**src/hdl/olio_pkg.sv**
```systemverilog
// ----------------------------------------------------------------------------
// olio_pkg
// Shared types and codes for the ordered list with index operations.
// ----------------------------------------------------------------------------
`default_nettype none

package olio_pkg;

  localparam int unsigned ACTION_W = 3;
  localparam int unsigned POS_W    = 5;
  localparam int unsigned VALUE_W  = 32;
  localparam int unsigned STATUS_W = 2;
  localparam int unsigned FOUND_W  = 5;
  localparam int unsigned TOTAL_W  = 5;

  localparam logic [FOUND_W-1:0] NOT_FOUND = '1;

  typedef enum logic [ACTION_W-1:0] {
    ACT_INS_HEAD = 3'd0,
    ACT_INS_AT   = 3'd1,
    ACT_DEL_HEAD = 3'd2,
    ACT_DEL_AT   = 3'd3,
    ACT_SEARCH   = 3'd4
  } action_e;

  typedef enum logic [STATUS_W-1:0] {
    ST_OK    = 2'd0,
    ST_RANGE = 2'd1,
    ST_EMPTY = 2'd2,
    ST_FULL  = 2'd3
  } status_e;

  typedef struct packed {
    logic load;
    logic commit;
    logic match;
    logic step;
    logic finish;
  } cmd_t;

  typedef struct packed {
    logic is_search;
    logic hit;
    logic none;
  } sts_t;

endpackage

`default_nettype wire

```
**src/hdl/olio_ctrl.sv**
```systemverilog
// ----------------------------------------------------------------------------
// olio_ctrl
// Sequencer: capture a request, apply it or run the search scan, pulse done.
// ----------------------------------------------------------------------------
`default_nettype none

module olio_ctrl
  import olio_pkg::*;
(
  input  wire logic clk_i,
  input  wire logic rst_ni,
  input  wire logic start,
  output logic      busy,
  output logic      done_o,
  output cmd_t      cmd_o,
  input  wire sts_t sts_i
);

  typedef enum logic [1:0] {
    S_IDLE,
    S_EXEC,
    S_SCAN
  } state_e;

  state_e state_q;
  logic   busy_q;
  logic   done_q;

  always_comb begin
    cmd_o = '0;
    case (state_q)
      S_IDLE: cmd_o.load = start;
      S_EXEC: begin
        cmd_o.match  = sts_i.is_search;
        cmd_o.commit = !sts_i.is_search;
      end
      S_SCAN: begin
        cmd_o.finish = sts_i.hit || sts_i.none;
        cmd_o.step   = !(sts_i.hit || sts_i.none);
      end
      default: cmd_o = '0;
    endcase
  end

  always_ff @(posedge clk_i or negedge rst_ni) begin
    if (!rst_ni) begin
      state_q <= S_IDLE;
      busy_q  <= 1'b0;
      done_q  <= 1'b0;
    end else begin
      done_q <= 1'b0;
      case (state_q)
        S_IDLE: begin
          if (start) begin
            state_q <= S_EXEC;
            busy_q  <= 1'b1;
          end
        end
        S_EXEC: begin
          if (sts_i.is_search) begin
            state_q <= S_SCAN;
          end else begin
            state_q <= S_IDLE;
            busy_q  <= 1'b0;
            done_q  <= 1'b1;
          end
        end
        S_SCAN: begin
          if (sts_i.hit || sts_i.none) begin
            state_q <= S_IDLE;
            busy_q  <= 1'b0;
            done_q  <= 1'b1;
          end
        end
        default: begin
          state_q <= S_IDLE;
          busy_q  <= 1'b0;
        end
      endcase
    end
  end

  assign busy   = busy_q;
  assign done_o = done_q;

  a_cmd_onehot: assert property (@(posedge clk_i) disable iff (!rst_ni)
    $onehot0({cmd_o.load, cmd_o.commit, cmd_o.match, cmd_o.step, cmd_o.finish}))
    else $error("olio_ctrl: more than one datapath command");

  a_idle_not_busy: assert property (@(posedge clk_i) disable iff (!rst_ni)
    (state_q == S_IDLE) == !busy_q)
    else $error("olio_ctrl: busy disagrees with state");

  a_done_single: assert property (@(posedge clk_i) disable iff (!rst_ni)
    done_q |=> !done_q)
    else $error("olio_ctrl: done held two cycles");

endmodule

`default_nettype wire

```
**src/hdl/olio_dp.sv**
```systemverilog
// ----------------------------------------------------------------------------
// olio_dp
// Entry registers, count, shift network, match vector and result registers.
// ----------------------------------------------------------------------------
`default_nettype none

module olio_dp
  import olio_pkg::*;
#(
  parameter int unsigned DEPTH = 16
) (
  input  wire logic                clk_i,
  input  wire logic                rst_ni,
  input  wire cmd_t                cmd_i,
  output sts_t                     sts_o,
  input  wire logic [ACTION_W-1:0] action_i,
  input  wire logic [POS_W-1:0]    position_i,
  input  wire logic [VALUE_W-1:0]  value_i,
  output logic [STATUS_W-1:0]      status_o,
  output logic [FOUND_W-1:0]       found_position_o,
  output logic [TOTAL_W-1:0]       entry_total_o
);

  localparam int unsigned CW  = $clog2(DEPTH + 1);
  localparam int unsigned IXW = $clog2(DEPTH);
  localparam int unsigned W   = (CW > POS_W) ? CW : POS_W;

  logic [ACTION_W-1:0] act_q;
  logic [POS_W-1:0]    pos_q;
  logic [VALUE_W-1:0]  val_q;
  logic [CW-1:0]       count_q, count_d;
  logic [IXW-1:0]      idx_q;
  logic [DEPTH-1:0]    match_q, match_d;
  logic [VALUE_W-1:0]  ent [DEPTH];

  logic [STATUS_W-1:0] res_status_q;
  logic [FOUND_W-1:0]  res_found_q;
  logic [TOTAL_W-1:0]  res_total_q;

  logic [W-1:0] at_w, cnt_w;
  logic         is_ins, is_del, full, empty, ins_ok, del_ok;
  status_e      status_d;

  always_comb begin
    is_ins = (action_e'(act_q) == ACT_INS_HEAD) || (action_e'(act_q) == ACT_INS_AT);
    is_del = (action_e'(act_q) == ACT_DEL_HEAD) || (action_e'(act_q) == ACT_DEL_AT);
    at_w   = ((action_e'(act_q) == ACT_INS_AT) || (action_e'(act_q) == ACT_DEL_AT))
             ? W'(pos_q) : '0;
    cnt_w  = W'(count_q);
    full   = (count_q == CW'(DEPTH));
    empty  = (count_q == '0);
    case (action_e'(act_q))
      ACT_INS_HEAD, ACT_INS_AT: begin
        if (full)              status_d = ST_FULL;
        else if (at_w > cnt_w) status_d = ST_RANGE;
        else                   status_d = ST_OK;
      end
      ACT_DEL_HEAD, ACT_DEL_AT: begin
        if (empty)              status_d = ST_EMPTY;
        else if (at_w >= cnt_w) status_d = ST_RANGE;
        else                    status_d = ST_OK;
      end
      default: status_d = ST_OK;
    endcase
    ins_ok  = cmd_i.commit && is_ins && (status_d == ST_OK);
    del_ok  = cmd_i.commit && is_del && (status_d == ST_OK);
    count_d = count_q;
    if (ins_ok)      count_d = count_q + 1'b1;
    else if (del_ok) count_d = count_q - 1'b1;
  end

  for (genvar g = 0; g < DEPTH; g++) begin : g_ent
    localparam logic [W-1:0] G = W'(g);
    logic [VALUE_W-1:0] ent_q;
    logic [VALUE_W-1:0] prev, next;

    if (g == 0) begin : g_head
      assign prev = val_q;
    end else begin : g_body
      assign prev = ent[g-1];
    end
    if (g == DEPTH - 1) begin : g_tail
      assign next = ent_q;
    end else begin : g_mid
      assign next = ent[g+1];
    end

    always_ff @(posedge clk_i) begin
      if (ins_ok && (G == at_w)) begin
        ent_q <= val_q;
      end else if (ins_ok && (G > at_w) && (G <= cnt_w)) begin
        ent_q <= prev;
      end else if (del_ok && (G >= at_w) && ((G + 1'b1) < cnt_w)) begin
        ent_q <= next;
      end
    end

    assign ent[g]     = ent_q;
    assign match_d[g] = (ent_q == val_q) && (G < cnt_w);
  end

  always_ff @(posedge clk_i or negedge rst_ni) begin
    if (!rst_ni) begin
      count_q <= '0;
    end else begin
      count_q <= count_d;
    end
  end

  always_ff @(posedge clk_i) begin
    if (cmd_i.load) begin
      act_q <= action_i;
      pos_q <= position_i;
      val_q <= value_i;
    end
    if (cmd_i.match) begin
      match_q <= match_d;
      idx_q   <= '0;
    end else if (cmd_i.step) begin
      idx_q <= idx_q + 1'b1;
    end
    if (cmd_i.commit) begin
      res_status_q <= status_d;
      res_found_q  <= NOT_FOUND;
      res_total_q  <= TOTAL_W'(count_d);
    end else if (cmd_i.finish) begin
      res_status_q <= ST_OK;
      res_found_q  <= sts_o.hit ? FOUND_W'(idx_q) : NOT_FOUND;
      res_total_q  <= TOTAL_W'(count_q);
    end
  end

  assign sts_o.is_search = (action_e'(act_q) == ACT_SEARCH);
  assign sts_o.hit       = match_q[idx_q];
  assign sts_o.none      = ~|match_q;

  assign status_o         = res_status_q;
  assign found_position_o = res_found_q;
  assign entry_total_o    = res_total_q;

  a_count_bound: assert property (@(posedge clk_i) disable iff (!rst_ni)
    count_q <= CW'(DEPTH))
    else $error("olio_dp: entry count beyond depth");

  a_reject_keeps: assert property (@(posedge clk_i) disable iff (!rst_ni)
    (cmd_i.commit && (status_d != ST_OK)) |=> $stable(count_q))
    else $error("olio_dp: rejected request changed the count");

endmodule

`default_nettype wire

```
**src/hdl/ordered_list_index_ops.sv**
```systemverilog
// ----------------------------------------------------------------------------
// ordered_list_index_ops
// Ordered list of signed 32-bit values with insert, delete and search.
// ----------------------------------------------------------------------------
// Usage:
//   A request beat is taken on a rising edge with start high and busy low;
//   action_i, position_i and value_i are sampled on that edge. busy rises
//   on the next cycle and stays high until the result is issued.
//   Each request yields one result beat: result_valid_o is high for exactly
//   one cycle with status_o, found_position_o and entry_total_o.
// Operation:
//   insert and delete: the shift network updates all entries in parallel
//   and the result is registered from the execute state.
//   search: the match vector is built in the execute state and then
//   scanned one index per cycle from index 0; the result holds the first
//   match, or NOT_FOUND when nothing matches.
//   A new request is taken on the cycle the result is shown.
// Reset: the list is empty after reset; entry contents are not cleared.
// The receiver cannot stall: a result beat is taken in its one cycle.
// ----------------------------------------------------------------------------
`default_nettype none

module ordered_list_index_ops
  import olio_pkg::*;
#(
  parameter int unsigned DEPTH = 16
) (
  input  wire logic                clk_i,
  input  wire logic                rst_ni,
  input  wire logic                start,
  output logic                     busy,
  input  wire logic [ACTION_W-1:0] action_i,
  input  wire logic [POS_W-1:0]    position_i,
  input  wire logic signed [VALUE_W-1:0] value_i,
  output logic                     result_valid_o,
  output logic [STATUS_W-1:0]      status_o,
  output logic signed [FOUND_W-1:0] found_position_o,
  output logic [TOTAL_W-1:0]       entry_total_o
);

  cmd_t cmd;
  sts_t sts;

  logic [FOUND_W-1:0] found_pos;

  olio_ctrl u_ctrl (
    .clk_i  (clk_i),
    .rst_ni (rst_ni),
    .start  (start),
    .busy   (busy),
    .done_o (result_valid_o),
    .cmd_o  (cmd),
    .sts_i  (sts)
  );

  olio_dp #(
    .DEPTH (DEPTH)
  ) u_dp (
    .clk_i            (clk_i),
    .rst_ni           (rst_ni),
    .cmd_i            (cmd),
    .sts_o            (sts),
    .action_i         (action_i),
    .position_i       (position_i),
    .value_i          (value_i),
    .status_o         (status_o),
    .found_position_o (found_pos),
    .entry_total_o    (entry_total_o)
  );

  assign found_position_o = found_pos;

endmodule

`default_nettype wire

```
**config.mk**
```make
export PLATFORM = sky130hd
export DESIGN_NAME = ordered_list_index_ops
export DESIGN_NICKNAME = d
export VERILOG_FILES = /design/src/hdl/olio_pkg.sv /design/src/hdl/olio_ctrl.sv /design/src/hdl/olio_dp.sv /design/src/hdl/ordered_list_index_ops.sv
export SDC_FILE = /design/constraint.sdc
export NUM_CORES = 2
export LEC_CHECK = 0
export BUFFER_PORTS_ARGS = -buffer_cell sky130_fd_sc_hd__buf_2
export CAP_MARGIN = 10
export CORE_UTILIZATION = 50
export CTS_CLUSTER_DIAMETER = 40
export DETAILED_ROUTE_END_ITERATION = 8
export PLACE_DENSITY_LB_ADDON = 0.12
export SLEW_MARGIN = 40
export SYNTH_ARGS = -nofsm -noshare
export SYNTH_HDL_FRONTEND = slang
export SYNTH_SLANG_ARGS = --single-unit
```
**constraint.sdc**
```tcl
create_clock -name clk_i -period 14.4 [get_ports clk_i]
set_input_delay 3.6 -clock clk_i [delete_from_list [all_inputs] [get_ports clk_i]]
set_output_delay 3.6 -clock clk_i [all_outputs]
set_load 0.005 [all_outputs]
```
==> run_results.csv <==
group,metric,value,unit
outcome,status,"finished clean",
floorplanning,die_area,71600,um^2
clock_tree,clk_pin_slew_worst_paths,0.05,ns
clock_tree,cts_tree,"done",
power_and_ir_drop,p_clk_frac,0.343,
cells_and_area,drive_above_1_share,0.144,
critical_path,start_kind,"flop",
clock_tree,cts_max_path_buffers,3,
yosys,synth_warnings,0,
drt,detail-route-antenna-nets,0,
power_and_ir_drop,p_int,4.85,mW
timing,fin_crit,5.40,ns
placed_design,pre_cts_ws,9.01,ns
yosys,synth-seq-area-share,0.501,
drt,drt_iter0_markers,4216,
placed_design,gp_congestion,0.963,
yosys,yosys.area.top_type_share,0.489,
cells_and_area,layout_commonest_cell,"edfxtp_1",
floorplanning,die_h,268,um
power_and_ir_drop,combPwrFrac,0.292,
power_and_ir_drop,ir_drop,127,uV
yosys,syn_inst,3351,
timing,max_slew_margin,0.414,
timing,fin_crit_sh,0.375,
hold_path,min_to,"u_dp.found_position_o[2]",
power_and_ir_drop,power_density,191,nW/um^2
timing,fin_ws,9.00,ns
critical_path,endpoint_kind,"flop",
critical_path,worst_path_largest_cell_delay,0.67,ns
timing,finalHoldViolCount,0,
critical_path,r2r-start,"u_dp.act_q[2]",
clock_tree,cts_hold_buf,0,
drt,num_vias,29400,
cells_and_area,area_growth,14.2,%
cells_and_area,mostFrequentLayoutCells,"575 x edfxtp_1, 324 x nand2_1, 315 x xor2_1",
power_and_ir_drop,total_power,7.70,mW
global_route,grt_pass1_vias,28300,
critical_path,cp_cell_sequence,"nand2b_1 -> nor2_1 -> inv_1 -> ha_1 -> and2_1 -> a211oi_1 -> o31a_1 -> nor3_4 -> buf_6 -> nand4_1 -> buf_4 -> nand3_1 -> buf_4",
global_route,gr-total-overflow,0,
yosys,syn_nets,3406,
clock_tree,cts_sinks,593,
clock_tree,clock_latency,0.68,ns
power_and_ir_drop,leakagePower,13.9,nW
yosys,ys_types,74,
global_route,grt_max_degree,104,
floorplanning,core-area,69900,um^2
global_route,groute.usage.overall,0.377,
yosys,synth_async_sr_flop_share,0.0152,
critical_path,path_common_cell,"buf_4",
timing,fin_tns_setup,0,ns
floorplanning,ioPinCount,57,
drt,first_pass_iters,7,
power_and_ir_drop,p_sw_frac,0.370,
clock_tree,cts_buffers,105,
drt,avgViaCountPerCell,6.81,
floorplanning,start_util,0.505,
yosys,synth_top_area_cell,"edfxtp_1",
clock_tree,root_buffer,"clkbuf_16",
critical_path,crit-reg2reg-capture,"u_dp.g_ent[4].next[19]",
hold_path,hold_class,"flop to flop",
hold_path,hold_start,"u_dp.found_position_o[2]",
placed_design,io_buffers,56,
critical_path,critPathKind,"flop to flop",
timing,clock_skew,0.0220,ns
yosys,netlist_area,35300,um^2
yosys,synth.area.top_cells,"edfxtp_1 49%, xor2_1 7.8%, xnor2_1 5.2%",
flow_run,drv_cap,0,
clock_tree,postCtsSetupRepairBufs,0,
timing,finalMaxSlewViolations,0,
timing,worst_slew_pin_slew,0.879,ns
global_route,antenna_found_initial,5,
critical_path,crit_fanout,103,
yosys,synth_edf_count,575,
yosys,synth_ff_type,"edfxtp_1",
critical_path,crit_slowest_cell,"buf_6",
drt,wl,136000,um
timing,setup_violations,0,
timing,rsz0062_at_grt,"false",
timing,fmax,0.185,GHz
timing,holdWs,0.478,ns
floorplanning,die_x,268,um
hold_path,hold_depth,1,
critical_path,worstRegToRegCells,13,
yosys,syn_area_per_cell,10.5,um^2
drt,route.detailed.drc,0,
power_and_ir_drop,switchingPower,2.85,mW
critical_path,arrival,5.72,ns
clock_tree,htree_num_levels,3,
global_route,grt_pass1_wl,195000,um
critical_path,required,14.71,ns
clock_tree,ctsResizeCount,0,
floorplanning,core.rowCount,97,
placed_design,place.detailed.hpwl,93300,um
drt,wire_per_inst,31.6,um
critical_path,r2r_slack,9.00,ns
yosys,synth-seq-cells,593,
cells_and_area,fin_nets,3338,
power_and_ir_drop,seq_power_share,0.366,
## layer usage
metal | part of all wire | up-vias | wire length [um] | track usage
li1 | - | 12300 | - | -
met3 | 0.11 | 504 | 14500 | 0.0855
met5 | 0.00056 | - | 76 | 0.00554
met2 | 0.46 | 2090 | 62300 | 0.589
met4 | 0.065 | 6 | 8880 | 0.217
met1 | 0.37 | 14500 | 50500 | 0.480
## cells by family (layout without fill, tap and decap cells)
logic type | Yosys count | count (layout) | synth area share
and+or+nand+nor | 942 | 942 | 0.123
AOI/OAI and AO/OA | 749 | 749 | 0.148
DFF | 593 | 593 | 0.501
xor gates and xnor gates | 523 | 523 | 0.130
buffers and inverters | 365 | 389 | 0.0414
muxes | 167 | 167 | 0.0528
adders and majority gates | 12 | 12 | 0.00425
other | 0 | 3 | 0
## stage by stage
stage / area [um^2] / util / cells
6_report: 40300 / 0.577 / 4318
2_1_floorplan: 35300 / - / 3351
3_5_place_dp: 36500 / 0.523 / 4116
5_1_grt: 40300 / 0.576 / 4315
4_1_cts: 40300 / 0.576 / 4315
3_3_place_gp: 36300 / 0.520 / 4110
## flip-flops by register name, summed over array words and instances, names as in the netlist, 3 cells and up
signal and flops:
u_dp.found_position_o 5, u_dp.entry_total_o 5, u_dp.match_q 16, u_dp.g_ent.next 416
u_dp.act_q 3, u_dp.idx_q 4, u_dp.g_ent.prev 64, u_dp.g_ent.ent_q 64
u_dp.cnt_w 5, u_dp.pos_q 5
## area by class of cell
cell class	count	area, um^2
clock inverter	78	1000
sequential	593	17700
multi-input combinational	2393	16400
fill	5868	29600
tap	940	1180
timing repair buffer	162	1170
clock buffer	121	2730
inverter	28	105
antenna	3	7.51
## power groups by stage
stage / combinational [mW] / sequential, mW / clock [mW]
finish: 2.24 / 2.81 / 2.64
global route: 2.38 / 2.81 / 2.73
CTS: 2.19 / 2.78 / 2.65
detailed placement: 2.18 / 2.81 / 0
global placement: 2.11 / 2.81 / 0
floorplan: 1.51 / 2.58 / 0
## worst max path at each step
stage	from	end	slack, ns	cells past startpoint
finish	u_dp.act_q[2]	u_dp.g_ent[4].next[19]	9.00	13
global route	u_dp.act_q[2]	u_dp.g_ent[12].next[16]	8.73	13
detailed placement	u_dp.act_q[2]	u_dp.g_ent[12].next[20]	9.01	12
floorplan	u_dp.act_q[2]	u_dp.g_ent[10].next[0]	7.26	12
CTS	u_dp.act_q[2]	u_dp.g_ent[12].next[16]	8.99	12
global placement	u_dp.act_q[2]	u_dp.g_ent[12].next[27]	8.90	12
## synthesized netlist by cell type, types with 14 or more instances
library cell / count
a21oi_1: 97
a21o_1: 21
nor2_1: 284
nand4_1: 70
inv_1: 28
a21boi_0: 32
a31oi_1: 157
o22ai_1: 133
a22o_1: 17
o22a_1: 35
edfxtp_1: 575
nor4_1: 102
buf_2: 55
clkbuf_1: 244
nand2_1: 326
a2bb2oi_1: 111
xnor2_1: 208
buf_1: 34
o21ai_0: 50
and3_1: 14
xor2_1: 315
nand3_1: 66
and2_1: 21
a22oi_1: 21
mux2_2: 87
mux2i_1: 67
o2bb2ai_1: 17
## critical path, delay by kind of cell, from the launching register on
kind,cells,cell delay (ns)
AND/OR/NAND/NOR,6,1.91
buffers and inverters,4,1.57
AO/OA/AOI/OAI,2,0.65
flip-flops,1,0.48
adder cells (fa/ha/maj),1,0.33
Note: power is estimated with default switching activity, not from simulation.
